[src/hw/rtl/tdms_pkg.sv]
// Shared types, constants and helper functions for the decimal minimum scanner.
// No dependencies; every other file refers to this package by scoped names.
`default_nettype none

package tdms_pkg;

  // Defaults for the top-level parameters
  localparam int unsigned FracDigitsDefault = 5;
  localparam int unsigned ValueWidthDefault = 48;

  // Width of the min_value field on the result channel
  localparam int unsigned OutWidth = 48;

  // Entries in the queue between classifier and scanner
  localparam int unsigned QueueDepth = 2;

  // Width that holds a digit times the largest power of ten that is used (9 * 10^7)
  localparam int unsigned ProdWidth = 31;

  localparam logic [7:0] CharDot  = 8'h2E;
  localparam logic [7:0] CharZero = 8'h30;
  localparam logic [7:0] CharNine = 8'h39;

  // One character after classification
  typedef struct packed {
    logic       is_digit;
    logic       is_dot;
    logic       last;
    logic [3:0] digit_val;
  } char_class_t;

  function automatic logic [26:0] pow10(input logic [2:0] exp_i);
    logic [26:0] r;
    unique case (exp_i)
      3'd0: r = 27'd1;
      3'd1: r = 27'd10;
      3'd2: r = 27'd100;
      3'd3: r = 27'd1000;
      3'd4: r = 27'd10000;
      3'd5: r = 27'd100000;
      3'd6: r = 27'd1000000;
      3'd7: r = 27'd10000000;
      default: r = 27'd1;
    endcase
    return r;
  endfunction

  // Digit scaled by a power of ten, not yet saturated
  function automatic logic [ProdWidth-1:0] scaled_digit(input logic [3:0] d_i,
                                                        input logic [2:0] exp_i);
    logic [ProdWidth-1:0] r;
    r = ProdWidth'(d_i) * ProdWidth'(pow10(exp_i));
    return r;
  endfunction

endpackage

`default_nettype wire

[src/hw/rtl/tdms_if.sv]
// Valid/ready channel interfaces for the scanner: character requests in, results out.
// Depends on tdms_pkg for the result field width.
`default_nettype none

interface tdms_char_if;
  logic       valid;
  logic       ready;
  logic [7:0] char_code;
  logic       last_char;

  modport source (output valid, output char_code, output last_char, input ready);
  modport sink   (input valid, input char_code, input last_char, output ready);
endinterface

interface tdms_result_if;
  logic                           valid;
  logic                           ready;
  logic [tdms_pkg::OutWidth-1:0]  min_value;
  logic                           found;
  logic                           malformed;

  modport source (output valid, output min_value, output found, output malformed,
                  input ready);
  modport sink   (input valid, input min_value, input found, input malformed,
                  output ready);
endinterface

`default_nettype wire

[src/hw/rtl/tdms_front.sv]
// Front end: takes character requests, classifies them and pre-scales an integer digit.
// Depends on tdms_pkg and tdms_char_if.
`default_nettype none

module tdms_front #(
  parameter int unsigned FRAC_DIGITS = tdms_pkg::FracDigitsDefault,
  parameter int unsigned VALUE_WIDTH = tdms_pkg::ValueWidthDefault
) (
  tdms_char_if.sink                 char_i,
  input  logic                      full_i,
  output logic                      push_o,
  output tdms_pkg::char_class_t     cls_o,
  output logic [VALUE_WIDTH-1:0]    int_add_o
);

  localparam int unsigned CmpW = (VALUE_WIDTH > tdms_pkg::ProdWidth) ?
                                 VALUE_WIDTH : tdms_pkg::ProdWidth;
  localparam logic [VALUE_WIDTH-1:0] VMax = '1;

  logic                           is_digit;
  logic [3:0]                     dval;
  logic [tdms_pkg::ProdWidth-1:0] prod;

  assign char_i.ready = !full_i;
  assign push_o       = char_i.valid && !full_i;

  assign is_digit = (char_i.char_code >= tdms_pkg::CharZero) &&
                    (char_i.char_code <= tdms_pkg::CharNine);
  assign dval     = is_digit ? 4'(char_i.char_code - tdms_pkg::CharZero) : 4'd0;

  assign cls_o.is_digit  = is_digit;
  assign cls_o.is_dot    = (char_i.char_code == tdms_pkg::CharDot);
  assign cls_o.last      = char_i.last_char;
  assign cls_o.digit_val = dval;

  // Integer digit weight: d * 10^FRAC_DIGITS, clipped to the value range
  assign prod      = tdms_pkg::scaled_digit(dval, 3'(FRAC_DIGITS));
  assign int_add_o = (CmpW'(prod) > CmpW'(VMax)) ? VMax : VALUE_WIDTH'(prod);

endmodule

`default_nettype wire

[src/hw/rtl/tdms_queue.sv]
// Small register queue between the classifier and the scanner.
// Depends on tdms_pkg for the default depth.
`default_nettype none

module tdms_queue #(
  parameter int unsigned DATA_W = 8,
  parameter int unsigned DEPTH  = tdms_pkg::QueueDepth
) (
  input  logic              clk_i,
  input  logic              rst_ni,
  input  logic              push_i,
  input  logic [DATA_W-1:0] data_i,
  output logic              full_o,
  input  logic              pop_i,
  output logic              valid_o,
  output logic [DATA_W-1:0] data_o
);

  localparam int unsigned PtrW = (DEPTH > 1) ? $clog2(DEPTH) : 1;
  localparam int unsigned CntW = $clog2(DEPTH + 1);

  logic [DATA_W-1:0] mem_q [DEPTH];
  logic [PtrW-1:0]   wr_ptr_q, wr_ptr_d, rd_ptr_q, rd_ptr_d;
  logic [CntW-1:0]   count_q, count_d;

  assign full_o  = (count_q == CntW'(DEPTH));
  assign valid_o = (count_q != '0);
  assign data_o  = mem_q[rd_ptr_q];

  always_comb begin
    wr_ptr_d = wr_ptr_q;
    rd_ptr_d = rd_ptr_q;
    if (push_i) begin
      wr_ptr_d = (wr_ptr_q == PtrW'(DEPTH - 1)) ? '0 : wr_ptr_q + 1'b1;
    end
    if (pop_i) begin
      rd_ptr_d = (rd_ptr_q == PtrW'(DEPTH - 1)) ? '0 : rd_ptr_q + 1'b1;
    end
    count_d = count_q + CntW'(push_i) - CntW'(pop_i);
  end

  always_ff @(posedge clk_i or negedge rst_ni) begin
    if (!rst_ni) begin
      wr_ptr_q <= '0;
      rd_ptr_q <= '0;
      count_q  <= '0;
    end else begin
      wr_ptr_q <= wr_ptr_d;
      rd_ptr_q <= rd_ptr_d;
      count_q  <= count_d;
    end
  end

  always_ff @(posedge clk_i) begin
    if (push_i) begin
      mem_q[wr_ptr_q] <= data_i;
    end
  end

endmodule

`default_nettype wire

[src/hw/rtl/tdms_back.sv]
// Back end: number scanner state, running minimum and the result register.
// Depends on tdms_pkg and tdms_result_if.
`default_nettype none

module tdms_back #(
  parameter int unsigned FRAC_DIGITS = tdms_pkg::FracDigitsDefault,
  parameter int unsigned VALUE_WIDTH = tdms_pkg::ValueWidthDefault
) (
  input  logic                      clk_i,
  input  logic                      rst_ni,
  input  logic                      valid_i,
  input  tdms_pkg::char_class_t     cls_i,
  input  logic [VALUE_WIDTH-1:0]    int_add_i,
  output logic                      pop_o,
  tdms_result_if.source             res_o
);

  localparam int unsigned VW   = VALUE_WIDTH;
  localparam int unsigned CmpW = (VW > tdms_pkg::ProdWidth) ? VW : tdms_pkg::ProdWidth;
  localparam int unsigned OutExtW = (VW > tdms_pkg::OutWidth) ? VW : tdms_pkg::OutWidth;
  localparam logic [VW-1:0] VMax = '1;

  // Scanner state
  logic [VW-1:0] accum_q, accum_d;
  logic [2:0]    frac_cnt_q, frac_cnt_d;
  logic          in_num_q, in_num_d;
  logic          dot_seen_q, dot_seen_d;
  logic          dot_pend_q, dot_pend_d;
  logic          dot2_pend_q, dot2_pend_d;
  logic [VW-1:0] best_q, best_d;
  logic          found_q, found_d;
  logic          bad_q, bad_d;

  // Result register; the close of a still-open number happens on the way out
  logic          out_valid_q;
  logic [VW-1:0] out_best_q, out_accum_q;
  logic          out_open_q, out_found_q, out_bad_q;

  logic                           take;
  logic                           d_is;
  logic [tdms_pkg::ProdWidth-1:0] frac_prod;
  logic [VW-1:0]                  frac_add;
  logic [VW+4:0]                  int_sum;
  logic [VW:0]                    frac_sum;
  logic [VW-1:0]                  int_res, frac_res;
  logic                           frac_room;
  logic [VW-1:0]                  closed_best;

  logic          sel_open;
  logic [VW-1:0] sel_min;
  logic [OutExtW-1:0] out_ext;

  assign pop_o = valid_i && (!cls_i.last || !out_valid_q || res_o.ready);
  assign take  = pop_o;
  assign d_is  = cls_i.is_digit;

  // accum * 10 + integer weight; overflow past the range saturates
  assign int_sum = ((VW+5)'(accum_q) << 3) + ((VW+5)'(accum_q) << 1) + (VW+5)'(int_add_i);
  assign int_res = (int_sum > (VW+5)'(VMax)) ? VMax : int_sum[VW-1:0];

  assign frac_prod = tdms_pkg::scaled_digit(cls_i.digit_val,
                                            3'(FRAC_DIGITS) - 3'd1 - frac_cnt_q);
  assign frac_add  = (CmpW'(frac_prod) > CmpW'(VMax)) ? VMax : VW'(frac_prod);
  assign frac_sum  = {1'b0, accum_q} + {1'b0, frac_add};
  assign frac_res  = frac_sum[VW] ? VMax : frac_sum[VW-1:0];
  assign frac_room = (frac_cnt_q < 3'(FRAC_DIGITS));

  assign closed_best = (accum_q < best_q) ? accum_q : best_q;

  always_comb begin
    accum_d     = accum_q;
    frac_cnt_d  = frac_cnt_q;
    in_num_d    = in_num_q;
    dot_seen_d  = dot_seen_q;
    dot_pend_d  = dot_pend_q;
    dot2_pend_d = 1'b0;
    best_d      = best_q;
    found_d     = found_q;
    bad_d       = bad_q || (dot2_pend_q && d_is);

    priority if (dot_pend_q) begin
      dot_pend_d = 1'b0;
      if (d_is) begin
        dot_seen_d = 1'b1;
        if (frac_room) begin
          accum_d    = frac_res;
          frac_cnt_d = frac_cnt_q + 3'd1;
        end
      end else begin
        best_d     = closed_best;
        found_d    = 1'b1;
        accum_d    = '0;
        frac_cnt_d = '0;
        in_num_d   = 1'b0;
        dot_seen_d = 1'b0;
      end
    end else if (in_num_q) begin
      if (d_is) begin
        if (!dot_seen_q) begin
          accum_d = int_res;
        end else if (frac_room) begin
          accum_d    = frac_res;
          frac_cnt_d = frac_cnt_q + 3'd1;
        end
      end else if (cls_i.is_dot && !dot_seen_q) begin
        dot_pend_d = 1'b1;
      end else begin
        // any other character, or a second dot, ends the number
        best_d      = closed_best;
        found_d     = 1'b1;
        accum_d     = '0;
        frac_cnt_d  = '0;
        in_num_d    = 1'b0;
        dot_seen_d  = 1'b0;
        dot2_pend_d = cls_i.is_dot;
      end
    end else if (d_is) begin
      accum_d    = int_add_i;
      frac_cnt_d = '0;
      dot_seen_d = 1'b0;
      in_num_d   = 1'b1;
    end else begin
      accum_d = accum_q;
    end
  end

  always_ff @(posedge clk_i or negedge rst_ni) begin
    if (!rst_ni) begin
      accum_q     <= '0;
      frac_cnt_q  <= '0;
      in_num_q    <= 1'b0;
      dot_seen_q  <= 1'b0;
      dot_pend_q  <= 1'b0;
      dot2_pend_q <= 1'b0;
      best_q      <= '1;
      found_q     <= 1'b0;
      bad_q       <= 1'b0;
      out_valid_q <= 1'b0;
    end else begin
      if (take && cls_i.last) begin
        // text done: start over for the next one
        accum_q     <= '0;
        frac_cnt_q  <= '0;
        in_num_q    <= 1'b0;
        dot_seen_q  <= 1'b0;
        dot_pend_q  <= 1'b0;
        dot2_pend_q <= 1'b0;
        best_q      <= '1;
        found_q     <= 1'b0;
        bad_q       <= 1'b0;
      end else if (take) begin
        accum_q     <= accum_d;
        frac_cnt_q  <= frac_cnt_d;
        in_num_q    <= in_num_d;
        dot_seen_q  <= dot_seen_d;
        dot_pend_q  <= dot_pend_d;
        dot2_pend_q <= dot2_pend_d;
        best_q      <= best_d;
        found_q     <= found_d;
        bad_q       <= bad_d;
      end
      if (take && cls_i.last) begin
        out_valid_q <= 1'b1;
      end else if (res_o.ready) begin
        out_valid_q <= 1'b0;
      end
    end
  end

  always_ff @(posedge clk_i) begin
    if (take && cls_i.last) begin
      out_best_q  <= best_d;
      out_accum_q <= accum_d;
      out_open_q  <= in_num_d;
      out_found_q <= found_d;
      out_bad_q   <= bad_d;
    end
  end

  assign sel_open = out_open_q && (out_accum_q < out_best_q);
  assign sel_min  = sel_open ? out_accum_q : out_best_q;
  assign out_ext  = (out_found_q || out_open_q) ? OutExtW'(sel_min) : '0;

  assign res_o.valid     = out_valid_q;
  assign res_o.min_value = out_ext[tdms_pkg::OutWidth-1:0];
  assign res_o.found     = out_found_q || out_open_q;
  assign res_o.malformed = out_bad_q;

endmodule

`default_nettype wire

[src/hw/rtl/text_decimal_minimum_scanner.sv]
// Top level of the decimal minimum scanner: classifier, queue and scanner.
// Depends on tdms_pkg, tdms_if, tdms_front, tdms_queue and tdms_back.
//
//   channel   dir  handshake        payload
//   char_i    in   valid / ready    char_code[7:0], last_char
//   result_o  out  valid / ready    min_value[47:0], found, malformed
//
// One character a cycle, sustained, unless a character marked last waits on a
// full result register. A result is registered as its last char is taken.
// The scanner's multiply-by-ten add and saturation sets the cycle time.
// A two-entry queue parts classifier and scanner; only a character marked
// last waits on a full result register, others flow on while a result stalls.
// Reset clears all scan state; no clearing pass is needed.
`default_nettype none

module text_decimal_minimum_scanner #(
  parameter int unsigned FRAC_DIGITS = tdms_pkg::FracDigitsDefault,
  parameter int unsigned VALUE_WIDTH = tdms_pkg::ValueWidthDefault
) (
  input  logic          clk_i,
  input  logic          rst_ni,
  tdms_char_if.sink     char_i,
  tdms_result_if.source result_o
);

  localparam int unsigned ClsW   = $bits(tdms_pkg::char_class_t);
  localparam int unsigned EntryW = VALUE_WIDTH + ClsW;

  logic                   push, full, pop, q_valid;
  tdms_pkg::char_class_t  f_cls, b_cls;
  logic [VALUE_WIDTH-1:0] f_add, b_add;
  logic [EntryW-1:0]      q_out;

  tdms_front #(
    .FRAC_DIGITS (FRAC_DIGITS),
    .VALUE_WIDTH (VALUE_WIDTH)
  ) u_front (
    .char_i    (char_i),
    .full_i    (full),
    .push_o    (push),
    .cls_o     (f_cls),
    .int_add_o (f_add)
  );

  tdms_queue #(
    .DATA_W (EntryW),
    .DEPTH  (tdms_pkg::QueueDepth)
  ) u_queue (
    .clk_i   (clk_i),
    .rst_ni  (rst_ni),
    .push_i  (push),
    .data_i  ({f_add, f_cls}),
    .full_o  (full),
    .pop_i   (pop),
    .valid_o (q_valid),
    .data_o  (q_out)
  );

  assign b_cls = q_out[ClsW-1:0];
  assign b_add = q_out[EntryW-1:ClsW];

  tdms_back #(
    .FRAC_DIGITS (FRAC_DIGITS),
    .VALUE_WIDTH (VALUE_WIDTH)
  ) u_back (
    .clk_i     (clk_i),
    .rst_ni    (rst_ni),
    .valid_i   (q_valid),
    .cls_i     (b_cls),
    .int_add_i (b_add),
    .pop_o     (pop),
    .res_o     (result_o)
  );

endmodule

`default_nettype wire

[src/flat_wrapper.sv]
// flat-port wrapper written by rule: the top's interface ports become plain ports
module text_decimal_minimum_scanner_flat 
#(
  parameter int unsigned FRAC_DIGITS = tdms_pkg::FracDigitsDefault,
  parameter int unsigned VALUE_WIDTH = tdms_pkg::ValueWidthDefault
)
  (clk_i, rst_ni, char_i_valid, char_i_char_code, char_i_last_char, char_i_ready, result_o_valid, result_o_min_value, result_o_found, result_o_malformed, result_o_ready);
  tdms_char_if char_i_i ();
  tdms_result_if result_o_i ();
  input  logic clk_i;
  input  logic rst_ni;
  input wire logic [$bits(char_i_i.valid)-1:0] char_i_valid;
  input wire logic [$bits(char_i_i.char_code)-1:0] char_i_char_code;
  input wire logic [$bits(char_i_i.last_char)-1:0] char_i_last_char;
  output wire logic [$bits(char_i_i.ready)-1:0] char_i_ready;
  output wire logic [$bits(result_o_i.valid)-1:0] result_o_valid;
  output wire logic [$bits(result_o_i.min_value)-1:0] result_o_min_value;
  output wire logic [$bits(result_o_i.found)-1:0] result_o_found;
  output wire logic [$bits(result_o_i.malformed)-1:0] result_o_malformed;
  input wire logic [$bits(result_o_i.ready)-1:0] result_o_ready;
  assign char_i_i.valid = char_i_valid;
  assign char_i_i.char_code = char_i_char_code;
  assign char_i_i.last_char = char_i_last_char;
  assign char_i_ready = char_i_i.ready;
  assign result_o_valid = result_o_i.valid;
  assign result_o_min_value = result_o_i.min_value;
  assign result_o_found = result_o_i.found;
  assign result_o_malformed = result_o_i.malformed;
  assign result_o_i.ready = result_o_ready;
  text_decimal_minimum_scanner #(.FRAC_DIGITS(FRAC_DIGITS), .VALUE_WIDTH(VALUE_WIDTH)) u_core (.clk_i(clk_i), .rst_ni(rst_ni), .char_i(char_i_i), .result_o(result_o_i));
endmodule
[config.mk]
export PLATFORM = sky130hd
export DESIGN_NAME = text_decimal_minimum_scanner_flat
export DESIGN_NICKNAME = d
export VERILOG_FILES = /design/src/hw/rtl/tdms_pkg.sv /design/src/hw/rtl/tdms_if.sv /design/src/hw/rtl/tdms_front.sv /design/src/hw/rtl/tdms_queue.sv /design/src/hw/rtl/tdms_back.sv /design/src/hw/rtl/text_decimal_minimum_scanner.sv /design/src/flat_wrapper.sv
export SDC_FILE = /design/constraint.sdc
export NUM_CORES = 1
export LEC_CHECK = 0
export BUFFER_PORTS_ARGS = -buffer_cell sky130_fd_sc_hd__buf_2
export CORE_ASPECT_RATIO = 1.75
export CORE_MARGIN = 2
export CORE_UTILIZATION = 50
export CTS_CLUSTER_DIAMETER = 40
export DETAILED_ROUTE_END_ITERATION = 16
export PLACE_DENSITY = 0.63
export SYNTH_ARGS = -nofsm -noshare
export SYNTH_HDL_FRONTEND = slang
export SYNTH_SLANG_ARGS = --single-unit
[constraint.sdc]
create_clock -name clk_i -period 11.37 [get_ports clk_i]
set_input_delay 1.137 -clock clk_i [delete_from_list [all_inputs] [get_ports clk_i]]
set_output_delay 1.137 -clock clk_i [all_outputs]
set_load 0.05 [all_outputs]
==> results_dict.tcl <==
set metrics [dict create \
    outcome "completed" \
    ys_async_sr_fraction_pct 44.18 \
    place_congestion 1.033 \
    pre_cts_ws_ps 3191 \
    critical_path.cell_chain "inv_1 > ha_1 > xnor2_1 > nand2_1 > or2_2 > fa_1 > fa_1 > fa_1 > inv_1 > ha_1 > a211oi_1 > nor2_1 > o311ai_0 > a2111oi_0 > o211ai_1 > nor2_1 > and3_1 > o21ai_0 > o41ai_2 > o22ai_1" \
    grtUsageTotal_pct 34.89 \
    grt_max_degree 92 \
    worstSetupPathType "register to register" \
    maxSlewHeadroom_pct 21.34 \
    via_per_inst 6.465 \
    drc 0 \
    crit_slowest_cell "o211ai_1" \
    path_clk_slew_ps 60 \
    start_util_pct 50.68 \
    fp.dieW_um 165.9 \
    ys.warnings.count 0 \
    root_buffer "clkbuf_16" \
    rows 103 \
    worst_slack_ps 2967 \
    synth_nets 2953 \
    clk_latency_ps 600 \
    start_kind "register" \
    die_h_um 287.3 \
    worstMarginPinSlew_ps 1180 \
    rr_endpoint "u_core.u_back.out_accum_q[47]$_DFFE_PP_" \
    max_stage_delay_ps 940 \
    fin_nets 2938 \
    netlist_instances 2627 \
    timing.final.crit_share_pct 73.90 \
    dp_hpwl_mm 64.23 \
    rrSetupSlack_ps 2970 \
    grt_pass1_wl_mm 126.7 \
    grt_pass1_vias 21020 \
    num-fill-cells 4254 \
    port_buffers 64 \
    fin_tns_setup_ps 0 \
    overflow 0 \
    finalSetupViolations 0 \
    core_um2 45230 \
    hold_viol_final 0 \
    maxSlewViolCount 0 \
    drt_iter0_drc 1648 \
    syn-cell-area_um2 22930 \
    critPathCaptureType "register" \
    ys_seq_area_share_pct 30.47 \
    required_ps 11790 \
    antenna-diode-count 0 \
    rsz0062_at_grt "no" \
    avgRoutedWirePerCell_um 26.21 \
    clockBufferDepth 3 \
    holdPathEnd "u_core.u_back.best_q[29]$_DFFE_PN1P_" \
    cts_buffers 30 \
    die_area_um2 47650 \
    period_minus_slack_ps 8403 \
    avgSynthCellArea_um2 8.727 \
    antenna_found_initial 1 \
    cp.arrival_ps 8830 \
    clock_sinks 249 \
    hold_start "u_core.u_back.best_q[29]$_DFFE_PN1P_" \
    finClkSkew_ps 16.13 \
    area_growth_pct 7.984 \
    io_pins 65 \
    synth_edf_count 139 \
    hold_class "register to register" \
    drive_above_1_share_pct 9.712 \
    maxCapViolations 0 \
    min_path_cells 1 \
    postRouteAntennaNets 0 \
    fin_worst_hold_slack_ps 482.8 \
    timing.rr.start "u_core.u_back.frac_cnt_q[0]$_DFFE_PN0P_" \
    firstDrtPassIters 6 \
    synth_cell_types 85 \
    route.vias.total 20770 \
    cts_resized 0 \
    drt-total-wl_mm 84.22 \
    cts_setup_buffers 0 \
    multi_input_area_um2 14430 \
    cts_tree "built" \
    synth_ff_type "edfxtp_1" \
    ys_ff_latch 249 \
    fmax_mhz 119.0 \
    seq_area_um2 6987 \
    cp_common_cell "fa_1" \
    holdBufCountCts 0 \
    htreeDepth 1 \
    reg2regPathDepth 20 \
    critPathMaxFanout 14 \
]
cell usage after synthesis (16+ instances only):
cell type | number | area [µm²]
a22o_1 | 42 | 367.9
nand4_1 | 49 | 306.5
o21ai_0 | 178 | 890.9
fa_1 | 76 | 1521
o21ai_1 | 16 | 80.08
and3_1 | 19 | 118.9
nand3_1 | 98 | 490.5
o21bai_1 | 17 | 127.6
nor3_1 | 34 | 170.2
dfrtp_1 | 62 | 1551
o21a_1 | 19 | 142.6
nand2_1 | 253 | 949.7
inv_1 | 254 | 953.4
o211ai_1 | 71 | 533.0
xnor2_1 | 59 | 516.8
a21oi_1 | 148 | 740.7
edfxtp_1 | 139 | 4174
xor2_1 | 31 | 271.5
nor2_1 | 190 | 713.2
a31oi_1 | 32 | 200.2
ha_1 | 237 | 2965
dfstp_2 | 48 | 1261
buf_2 | 17 | 85.08
a21o_1 | 75 | 563.0
a211oi_1 | 20 | 150.1
mux2_2 | 16 | 180.2
clkbuf_1 | 130 | 488.0
o22a_1 | 42 | 367.9
a22oi_1 | 16 | 120.1
routing by layer:
metal	track usage [%]	routed length, µm
met1	35.59	28860
met3	4.530	4207
met5	0	0
met4	30.57	8803
met2	62.58	42350
through the flow:
step / std cells / util, % / instance area [µm²]
after floorplan: 2627 / - / 22930
after global placement: 3157 / 52.57 / 23780
after detailed placement: 3157 / 52.57 / 23780
after CTS: 3213 / 54.73 / 24760
after global routing: 3213 / 54.73 / 24760
final: 3213 / 54.73 / 24760
cell usage in the layout, fill, tap and decap left out, drive strengths merged, types with 23 or more instances in the layout:
cell type  Yosys  final
dfrtp         62     62
xor2          31     31
a22o          42     42
o211ai        72     72
nand4         49     49
clkbuf       132     41
o22a          42     42
dfstp         48     48
edfxtp       139    139
nand2        253    253
nand3         98     98
xnor2         59     59
a211oi        23     23
inv          254    260
nor2         190    190
buf           27    112
ha           237    237
o21ai        194    194
a21oi        150    150
nor3          35     35
a21o          75     75
fa            76     76
a31oi         32     32
worst max path at each step:
stage,start,to,slack [ps]
after floorplan,u_core.u_queue.rd_ptr_q$_DFFE_PN0P_,u_core.u_back.accum_q[32]$_DFFE_PN0P_,4640
after global placement,u_core.u_back.frac_cnt_q[0]$_DFFE_PN0P_,u_core.u_back.out_accum_q[47]$_DFFE_PP_,3400
after detailed placement,u_core.u_back.frac_cnt_q[0]$_DFFE_PN0P_,u_core.u_back.out_accum_q[47]$_DFFE_PP_,3190
after CTS,u_core.u_back.frac_cnt_q[0]$_DFFE_PN0P_,u_core.u_back.out_accum_q[47]$_DFFE_PP_,3140
after global routing,u_core.u_back.frac_cnt_q[0]$_DFFE_PN0P_,u_core.u_back.out_accum_q[47]$_DFFE_PP_,2480
final,u_core.u_back.frac_cnt_q[0]$_DFFE_PN0P_,u_core.u_back.out_accum_q[47]$_DFFE_PP_,2970
cell families after synthesis:
group | synth area share, %
adders and majority gates | 19.57
and+or+nand+nor | 14.14
AOI/OAI and AO/OA | 24.23
buffers and inverters | 6.931
xor gates and xnor gates | 3.438
DFF | 30.47
muxes | 1.222
flip-flops by register name, summed over array words and instances, names as in the netlist, 2 cells and up:
name and flops:
u_core.u_queue.count_q 2, u_core.u_back.best_q 48, u_core.u_back.frac_cnt_q 3, u_core.u_back.accum_q 48
u_core.u_queue.mem_q 40, u_core.u_back.out_accum_q 48, u_core.u_back.out_best_q 48
critical path, delay by kind of cell, from the launching register on:
kind	cells	cell delay, ps
and+or+nand+nor	5	1250
buffers and inverters	2	250
DFF	1	660
xor gates and xnor gates	1	880
adders and majority gates	5	2200
AOI/OAI and AO/OA	7	2980
area by class of cell:
type | count | share of cell area, %
Clock buffer | 41 | 3.285
Sequential cell | 249 | 28.22
Timing Repair Buffer | 112 | 2.759
Tap cell | 577 | 2.916
Multi-Input combinational cell | 1963 | 58.28
Clock inverter | 15 | 0.6570
Inverter | 256 | 3.881
Power is not shown: default switching activity piles up to over one toggle a cycle in this logic, so the estimate is an artifact.
